<file path="config.mk">
export PLATFORM = sky130hd
export DESIGN_NAME = kce_ctrl
export DESIGN_NICKNAME = d
export VERILOG_FILES = /design/src/design/kce_pkg.sv /design/src/design/kce_ctrl.sv
export VERILOG_INCLUDE_DIRS = /design/src /design/src/design
export SDC_FILE = /design/constraint.sdc
export NUM_CORES = 1
export LEC_CHECK = 0
export BUFFER_PORTS_ARGS = -buffer_cell sky130_fd_sc_hd__clkbuf_2
export CAP_MARGIN = 20
export CORE_MARGIN = 5
export CORE_UTILIZATION = 56
export DETAILED_ROUTE_END_ITERATION = 10
export PLACE_DENSITY = 0.87
export SLEW_MARGIN = 20
export SYNTH_ARGS = -nofsm -noshare
export SYNTH_HDL_FRONTEND = slang
export SYNTH_SLANG_ARGS = --single-unit
</file>
<file path="constraint.sdc">
create_clock -name clk -period 3.2 [get_ports clk]
set_input_delay 0.64 -clock clk [delete_from_list [all_inputs] [get_ports clk]]
set_output_delay 0.64 -clock clk [all_outputs]
set_load 0.1 [all_outputs]
</file>
<file path="src/design/kmeans_cluster_engine_core_defines.svh">
// assertion macros used by the k-means engine controller
`ifndef KMEANS_CLUSTER_ENGINE_CORE_DEFINES_SVH
`define KMEANS_CLUSTER_ENGINE_CORE_DEFINES_SVH

// same-cycle implication, checked on clk outside reset
`define KCE_ASSERT_IMPL(lbl, ante, cons, msg) \
  lbl: assert property (@(posedge clk) disable iff (!rst_n) (ante) |-> (cons)) else $error(msg);

// next-cycle implication, checked on clk outside reset
`define KCE_ASSERT_NEXT(lbl, ante, cons, msg) \
  lbl: assert property (@(posedge clk) disable iff (!rst_n) (ante) |=> (cons)) else $error(msg);

`endif

</file>
<file path="src/design/kce_pkg.sv">
// shared constants, codes and control structs of the k-means engine
package kce_pkg;

  localparam int MAX_POINTS_DEF   = 1024;
  localparam int MAX_DIMS_DEF     = 8;
  localparam int MAX_CLUSTERS_DEF = 16;
  localparam int COORD_WIDTH_DEF  = 16;

  localparam int ITER_W     = 10;
  localparam int ITER_RESET = 100;
  localparam int K_RESET    = 2;
  localparam int ND_RESET   = 2;

  localparam int OP_W       = 3;
  localparam int STATUS_W   = 2;
  localparam int CFG_IDX_W  = 2;
  localparam int CFG_DATA_W = 16;

  typedef enum logic [OP_W-1:0] {
    OP_LOAD_PT   = 3'd0,
    OP_LOAD_CENT = 3'd1,
    OP_RUN       = 3'd2,
    OP_READ_ASG  = 3'd3,
    OP_READ_CENT = 3'd4,
    OP_CLEAR     = 3'd5
  } kce_op_t;

  typedef enum logic [STATUS_W-1:0] {
    ST_OK    = 2'd0,
    ST_RANGE = 2'd1,
    ST_EMPTY = 2'd2
  } kce_status_t;

  typedef enum logic [CFG_IDX_W-1:0] {
    CFG_NUM_CLUSTERS = 2'd0,
    CFG_NUM_DIMS     = 2'd1,
    CFG_ITERS        = 2'd2
  } kce_cfg_idx_t;

  // controller to datapath
  typedef struct packed {
    logic accept;
    logic clr_wr;
    logic resp;
    logic pass_init;
    logic dist_acc;
    logic dist_cmp;
    logic asg_wr;
    logic acc_wr;
    logic upd_mode;
    logic div_start;
    logic upd_wr;
  } kce_cmd_t;

  // datapath to controller
  typedef struct packed {
    logic run_go;
    logic last_p;
    logic cnt_zero;
    logic div_done;
  } kce_sts_t;

endpackage

</file>
<file path="src/design/kce_ctrl.sv">
// k-means controller: item sequencing, pass loops and clearing sweep
`include "kmeans_cluster_engine_core_defines.svh"

module kce_ctrl #(
  parameter int MAX_POINTS   = kce_pkg::MAX_POINTS_DEF,
  parameter int MAX_DIMS     = kce_pkg::MAX_DIMS_DEF,
  parameter int MAX_CLUSTERS = kce_pkg::MAX_CLUSTERS_DEF,
  localparam int PW  = $clog2(MAX_POINTS),
  localparam int CW  = $clog2(MAX_CLUSTERS),
  localparam int DW  = (MAX_DIMS > 1) ? $clog2(MAX_DIMS) : 1,
  localparam int KW  = $clog2(MAX_CLUSTERS + 1),
  localparam int NDW = $clog2(MAX_DIMS + 1)
) (
  input  logic                       clk,
  input  logic                       rst_n,
  input  logic                       start,
  output logic                       busy,
  input  logic [KW-1:0]              k,
  input  logic [NDW-1:0]             nd,
  input  logic [kce_pkg::ITER_W-1:0] iters,
  input  kce_pkg::kce_sts_t          sts,
  output kce_pkg::kce_cmd_t          cmd,
  output logic [PW-1:0]              p_idx,
  output logic [CW-1:0]              c_idx,
  output logic [DW-1:0]              d_idx
);

  typedef enum logic [16:0] {
    S_IDLE     = 17'h00001,
    S_CLR      = 17'h00002,
    S_DEC      = 17'h00004,
    S_PASS     = 17'h00008,
    S_DIST_RD  = 17'h00010,
    S_DIST_SQ  = 17'h00020,
    S_DIST_ACC = 17'h00040,
    S_DIST_CMP = 17'h00080,
    S_ASG      = 17'h00100,
    S_ACC_RD   = 17'h00200,
    S_ACC_WR   = 17'h00400,
    S_UPD_C    = 17'h00800,
    S_UPD_RD   = 17'h01000,
    S_UPD_GO   = 17'h02000,
    S_UPD_WAIT = 17'h04000,
    S_UPD_WR   = 17'h08000,
    S_DONE     = 17'h10000
  } state_t;

  state_t                     state_r, state_nxt;
  logic [PW-1:0]              p_r, p_nxt;
  logic [CW-1:0]              c_r, c_nxt;
  logic [DW-1:0]              d_r, d_nxt;
  logic [kce_pkg::ITER_W-1:0] iter_r, iter_nxt;
  logic                       last_d, last_c;

  assign last_d = NDW'(d_r) == nd - NDW'(1);
  assign last_c = KW'(c_r) == k - KW'(1);

  always_comb begin
    state_nxt = state_r;
    p_nxt     = p_r;
    c_nxt     = c_r;
    d_nxt     = d_r;
    iter_nxt  = iter_r;
    cmd       = '0;
    unique case (state_r)
      S_IDLE: begin
        if (start) begin
          cmd.accept = 1'b1;
          state_nxt  = S_DEC;
        end
      end
      S_CLR: begin
        cmd.clr_wr = 1'b1;
        if (p_r == PW'(MAX_POINTS - 1)) begin
          p_nxt     = '0;
          state_nxt = S_IDLE;
        end else begin
          p_nxt = p_r + PW'(1);
        end
      end
      S_DEC: begin
        if (sts.run_go) begin
          iter_nxt  = '0;
          state_nxt = S_PASS;
        end else begin
          cmd.resp  = 1'b1;
          state_nxt = S_IDLE;
        end
      end
      S_PASS: begin
        if (iter_r == iters) begin
          state_nxt = S_DONE;
        end else begin
          cmd.pass_init = 1'b1;
          p_nxt         = '0;
          c_nxt         = '0;
          d_nxt         = '0;
          state_nxt     = S_DIST_RD;
        end
      end
      S_DIST_RD: state_nxt = S_DIST_SQ;
      S_DIST_SQ: state_nxt = S_DIST_ACC;
      S_DIST_ACC: begin
        cmd.dist_acc = 1'b1;
        if (last_d) begin
          state_nxt = S_DIST_CMP;
        end else begin
          d_nxt     = d_r + DW'(1);
          state_nxt = S_DIST_RD;
        end
      end
      S_DIST_CMP: begin
        cmd.dist_cmp = 1'b1;
        d_nxt        = '0;
        if (last_c) begin
          state_nxt = S_ASG;
        end else begin
          c_nxt     = c_r + CW'(1);
          state_nxt = S_DIST_RD;
        end
      end
      S_ASG: begin
        cmd.asg_wr = 1'b1;
        state_nxt  = S_ACC_RD;
      end
      S_ACC_RD: state_nxt = S_ACC_WR;
      S_ACC_WR: begin
        cmd.acc_wr = 1'b1;
        if (!last_d) begin
          d_nxt     = d_r + DW'(1);
          state_nxt = S_ACC_RD;
        end else begin
          c_nxt = '0;
          d_nxt = '0;
          if (sts.last_p) begin
            state_nxt = S_UPD_C;
          end else begin
            p_nxt     = p_r + PW'(1);
            state_nxt = S_DIST_RD;
          end
        end
      end
      S_UPD_C: begin
        cmd.upd_mode = 1'b1;
        if (sts.cnt_zero) begin
          if (last_c) begin
            iter_nxt  = iter_r + kce_pkg::ITER_W'(1);
            state_nxt = S_PASS;
          end else begin
            c_nxt = c_r + CW'(1);
          end
        end else begin
          d_nxt     = '0;
          state_nxt = S_UPD_RD;
        end
      end
      S_UPD_RD: begin
        cmd.upd_mode = 1'b1;
        state_nxt    = S_UPD_GO;
      end
      S_UPD_GO: begin
        cmd.upd_mode  = 1'b1;
        cmd.div_start = 1'b1;
        state_nxt     = S_UPD_WAIT;
      end
      S_UPD_WAIT: begin
        cmd.upd_mode = 1'b1;
        if (sts.div_done) state_nxt = S_UPD_WR;
      end
      S_UPD_WR: begin
        cmd.upd_mode = 1'b1;
        cmd.upd_wr   = 1'b1;
        if (!last_d) begin
          d_nxt     = d_r + DW'(1);
          state_nxt = S_UPD_RD;
        end else if (last_c) begin
          iter_nxt  = iter_r + kce_pkg::ITER_W'(1);
          state_nxt = S_PASS;
        end else begin
          c_nxt     = c_r + CW'(1);
          d_nxt     = '0;
          state_nxt = S_UPD_C;
        end
      end
      S_DONE: begin
        cmd.resp  = 1'b1;
        state_nxt = S_IDLE;
      end
      default: state_nxt = S_IDLE;
    endcase
  end

  always_ff @(posedge clk) begin
    if (!rst_n) begin
      state_r <= S_CLR;
      p_r     <= '0;
      c_r     <= '0;
      d_r     <= '0;
      iter_r  <= '0;
    end else begin
      state_r <= state_nxt;
      p_r     <= p_nxt;
      c_r     <= c_nxt;
      d_r     <= d_nxt;
      iter_r  <= iter_nxt;
    end
  end

  assign busy  = state_r != S_IDLE;
  assign p_idx = p_r;
  assign c_idx = c_r;
  assign d_idx = d_r;

  `KCE_ASSERT_IMPL(a_dim_in_range, state_r == S_DIST_ACC, NDW'(d_r) < nd, "dimension counter past num_dims")
  `KCE_ASSERT_IMPL(a_cluster_in_range, state_r == S_DIST_CMP, KW'(c_r) < k, "cluster counter past num_clusters")
  `KCE_ASSERT_IMPL(a_write_after_div, state_r == S_UPD_WR, sts.div_done, "centroid written before quotient ready")
  `KCE_ASSERT_NEXT(a_resp_then_idle, cmd.resp, state_r == S_IDLE, "no return to idle after a result")

endmodule

</file>
=== After elaboration in Yosys (flattened, before gate mapping) ===
Index checks and enable logic that the tools add are counted.

* Register bits after elaboration: 44
* Input port bits: 26
* Output and inout bits: 29

* Add/subtract/negate cells: 6
* Equality and inequality tests: 35
* Multiplexer cells: 51
* Reductions and logical operators: 10

{| class="wikitable"
|+ Operator list
! kind !! number
|-
| case mux 17 bit (16 select lines) || 1
|-
| 2-to-1 mux 17 bit || 7
|-
| 2-to-1 mux 10 bit || 8
|-
| case mux 10 bit (3 select lines) || 2
|-
| 2-to-1 mux 12 bit || 2
|-
| 2-to-1 mux 4 bit || 6
|-
| != test 2 bit, second input constant || 11
|-
| adder 10 x 1 -> 10 bit, second input constant || 2
|-
| case mux 4 bit (5 select lines) || 1
|-
| 2-to-1 mux 3 bit || 6
|-
| case mux 3 bit (6 select lines) || 1
|-
| equality test 17 x 1 -> 1 bit, second input constant || 1
|-
| equality test 17 x 10 -> 1 bit, second input constant || 1
|-
| equality test 17 x 11 -> 1 bit, second input constant || 1
|-
| equality test 17 x 12 -> 1 bit, second input constant || 1
|-
| equality test 17 x 13 -> 1 bit, second input constant || 1
|-
| equality test 17 x 14 -> 1 bit, second input constant || 1
|-
| equality test 17 x 15 -> 1 bit, second input constant || 1
|-
| equality test 17 x 16 -> 1 bit, second input constant || 1
|-
| equality test 17 bit, second input constant || 1
|-
| equality test 17 x 2 -> 1 bit, second input constant || 1
|-
| equality test 17 x 3 -> 1 bit, second input constant || 1
|-
| equality test 17 x 4 -> 1 bit, second input constant || 1
|-
| equality test 17 x 5 -> 1 bit, second input constant || 1
|-
| 25 further kinds || 42
|}

=== Logic depth before layout (Yosys ltp) ===
* Depth in word-level cells: 5
* Mapped depth: 10
* Gate-level depth less buffers: 9

=== Worst setup path before layout ===
Ideal clock, no wire load.

* Kind: register -> output
* Start: register state_r[12]
* End: output port cmd[4] (netlist name)
* Data arrival time: 4.293 ns
* Slack: -1.733 ns
* Cell stages (with the launch flop): 5
* Buffers on the path: 1
* Path through: dfxtp_1 buf_2 nor4_4 nand4_1 nor4b_1

{| class="wikitable"
|+ RTL lines
! what !! line !! text
|-
| from (decl) || kce_ctrl.sv:48 || <nowiki>state_t state_r, state_nxt;</nowiki>
|-
| from (signal assigned) || kce_ctrl.sv:201 || <nowiki>state_r <= state_nxt;</nowiki>
|-
| to (decl) || kce_ctrl.sv:22 || <nowiki>output kce_pkg::kce_cmd_t cmd,</nowiki>
|}

==> impl_summary.log <==
INFO  metric status = complete, no violations
INFO  metric setup_ws = 0.161 ns
INFO  metric vias_in_the_first_global_route = 2851
INFO  metric cts_hold_buffers_added = 0
INFO  metric synth_seq_area_share = 28.7%
INFO  metric synth_largest_type_area_fraction = 28.7%
INFO  metric drv_cap = 0
INFO  metric gr-usage-all-layers = 21.7%
INFO  metric synth_most_common_cell = dfxtp_1
INFO  metric min_path_type = flip-flop to flip-flop
INFO  metric yosysTopAreaCell = dfxtp_1
INFO  metric post_synth_num_cell_types = 64
INFO  metric rsz0062_at_grt = no
INFO  metric cts.htree.levels = 2
INFO  metric drt-vias-per-instance = 6.10
INFO  metric routedLengthMet1 = 3360 um
INFO  metric drt_drc_violations_left = 0
INFO  metric summed_instance_area_of_the_synthesized_netlist = 3070 um^2
INFO  metric start_util = 56.9%
INFO  metric drt-total-wl = 7750 um
INFO  metric period_needed = 3.04 ns
INFO  metric pwr_density_cell = 336 nW/um^2
INFO  metric cts-buffers-inserted = 5
INFO  metric chipWidth = 84.1 um
INFO  metric mapped_avg_cell_area = 8.19 um^2
INFO  metric async_reset_ff_share = 0%
INFO  metric number_of_nets_at_the_end_of_the_flow = 458
INFO  metric worst_path_max_fanout = 8
INFO  metric floorplan.rows = 27
INFO  metric global_route_wire_length_before_repair = 13000 um
INFO  metric power_leakage = 0.00141 uW
INFO  metric irDropWorstVdd = 0.000269 V
INFO  metric synth.ff_latch_count = 44
INFO  metric pre_cts_slack = 0.195 ns
INFO  metric worst_ep_required_time = 2.56 ns
INFO  metric slew_at_the_pin_with_the_worst_max_slew_slack = 0.940 ns
INFO  metric clk_pin_slew = 0.09 ns
INFO  metric layout-drive-gt1-share = 23.2%
INFO  metric ys_dominant_reg_cell = dfxtp_1
INFO  metric max-slew-margin-rel = 35.7%
INFO  metric cts.sinks = 44
INFO  metric yosys-top-cells-count = dfxtp_1 (44), nor2_1 (31), nand2_1 (24)
INFO  metric fp.dieArea = 7070 um^2
INFO  metric worst_clock_skew = 0.0127 ns
INFO  metric clock-root-buffer = clkbuf_8
INFO  metric critical_path.endpoint_type = output pin
INFO  metric finalCoreUtilization = 65.3%
INFO  metric grt_start_max_net_pins = 37
INFO  metric critical_path.startpoint_type = flip-flop
INFO  metric arrival = 2.40 ns
INFO  metric synthCells = 375
INFO  metric yosys-top-cells-area = dfxtp_1 (29%), nor2_1 (3.8%), xnor2_1 (3.7%)
INFO  metric cts_tree = done
INFO  metric synth_edf_count = 0
INFO  metric wl_met2 = 3680 um
INFO  metric final.setup.tns = 0 ns
INFO  metric grt_antenna_before_repair = 0
INFO  metric dp.final_hpwl = 5770 um
INFO  metric maxUsedRoutingLayer = met4
INFO  metric worstSkewPairLatency = 0.30 ns
INFO  metric final-max-slew-violation-count = 0
INFO  metric setup_viol = 0
INFO  metric antenna_cells_inserted = 0
INFO  metric wl_per_cell = 15.6 um
INFO  metric io-pin-count = 55
INFO  metric critPathKind = flip-flop to output pin
INFO  metric global_route.overflow_total = 0
INFO  metric synth.yosys.warnings = 0
INFO  metric max-clock-path-buffers = 2
INFO  metric placement.io_buffers = 54
INFO  metric route.vias.total = 3040
INFO  metric fp.coreArea = 5410 um^2
INFO  metric final_min_period_over_clock_period = 95.0%
INFO  metric achievable-frequency = 329 MHz
INFO  metric die_height = 84.1 um
INFO  metric drt_pass1_iterations = 5
INFO  metric drt-initial-drc-count = 213
INFO  metric ant_nets = 0
INFO  metric detailroute.wirelength.met3 = 506 um
INFO  metric gpl.final_weighted_congestion = 0.913
INFO  metric synth_nets = 407
INFO  metric final_hold_viol_count = 0
INFO  metric area_growth_syn_to_layout = 14.9%
## metrics by stage
| stage | cells | area (um^2) | power, uW | hold slack [ns] |
|---|---|---|---|---|
| 4_1_cts | 494 | 3490 | 1190 | 0.522 |
| 6_report | 498 | 3530 | 1190 | 0.522 |
| 5_1_grt | 498 | 3530 | 1250 | 0.544 |
| 2_1_floorplan | 375 | 3090 | 798 | 0.515 |
| 3_5_place_dp | 487 | 3410 | 862 | 0.510 |
| 3_3_place_gp | 487 | 3410 | 856 | 0.497 |
## flip-flops by register name, summed over array words and instances (netlist names)
register,cells
state_r,17
iter_r,10
p_idx,10
d_idx,3
c_idx,4
## cell families after synthesis
logic type / share of synthesized area, %
buf+inv: 5.09
fa+ha+maj: 2.44
mux: 1.30
xor+xnor: 7.74
flops: 28.7
simple gates: 35.8
compound gates: 18.9
## what timing repair did
action,CTS,global route
buffers inserted,0,4
resized for setup,0,4
endpoints found under the setup margin,0,3
## cells in the final DEF, fill, tap and decap left out, drive strengths merged, types with 13 or more instances in the layout
cell,synthesis,layout
nand2,24,24
o21ai,21,21
inv,13,13
nor2,31,31
a21oi,17,17
xnor2,13,13
nand4,17,17
clkbuf,16,57
buf,5,14
dfxtp,44,44
## metal layers
metal | track usage (%) | vias up
met2 | 36.3 | 137
met3 | 4.44 | 23
met5 | 0 | -
met4 | 7.02 | 0
met1 | 27.6 | 1395
li1 | - | 1485
## report_power, final
part / switching (uW) / internal, uW
clock network: 185 / 149
registers: 15.9 / 559
logic: 198 / 80.5
total: 399 / 788
## layout make-up
| class | instances | area [um^2] |
|---|---|---|
| clock buffers | 6 | 72.6 |
| flip-flops and latches | 44 | 881 |
| inverters | 14 | 57.6 |
| well taps | 72 | 90.1 |
| multi-input cells | 296 | 2060 |
| clock inverters | 1 | 5.00 |
| fillers | 487 | 1880 |
| repair buffers | 65 | 367 |
## critical path: stages (launching register included)
cell and delay, ns:
dfxtp_1 0.39, nor4_4 0.51, nand4_1 0.29, or2_2 0.41, nor2_2 0.14, clkbuf_4 0.35
## path summary, 6_finish.rpt
kind	from	end	slack, ns	cells after the start
max	state_r[7]$_SDFFE_PN0P_	cmd[7]	0.16	5
min	d_idx[2]$_SDFFE_PN0P_	d_idx[2]$_SDFFE_PN0P_	0.52	2
max reg2reg	state_r[15]$_SDFFE_PN0P_	iter_r[5]$_SDFFE_PN0P_	0.38	10
min reg2reg	d_idx[2]$_SDFFE_PN0P_	d_idx[2]$_SDFFE_PN0P_	0.52	2
No activity file was read; power rests on OpenSTA's default activity.
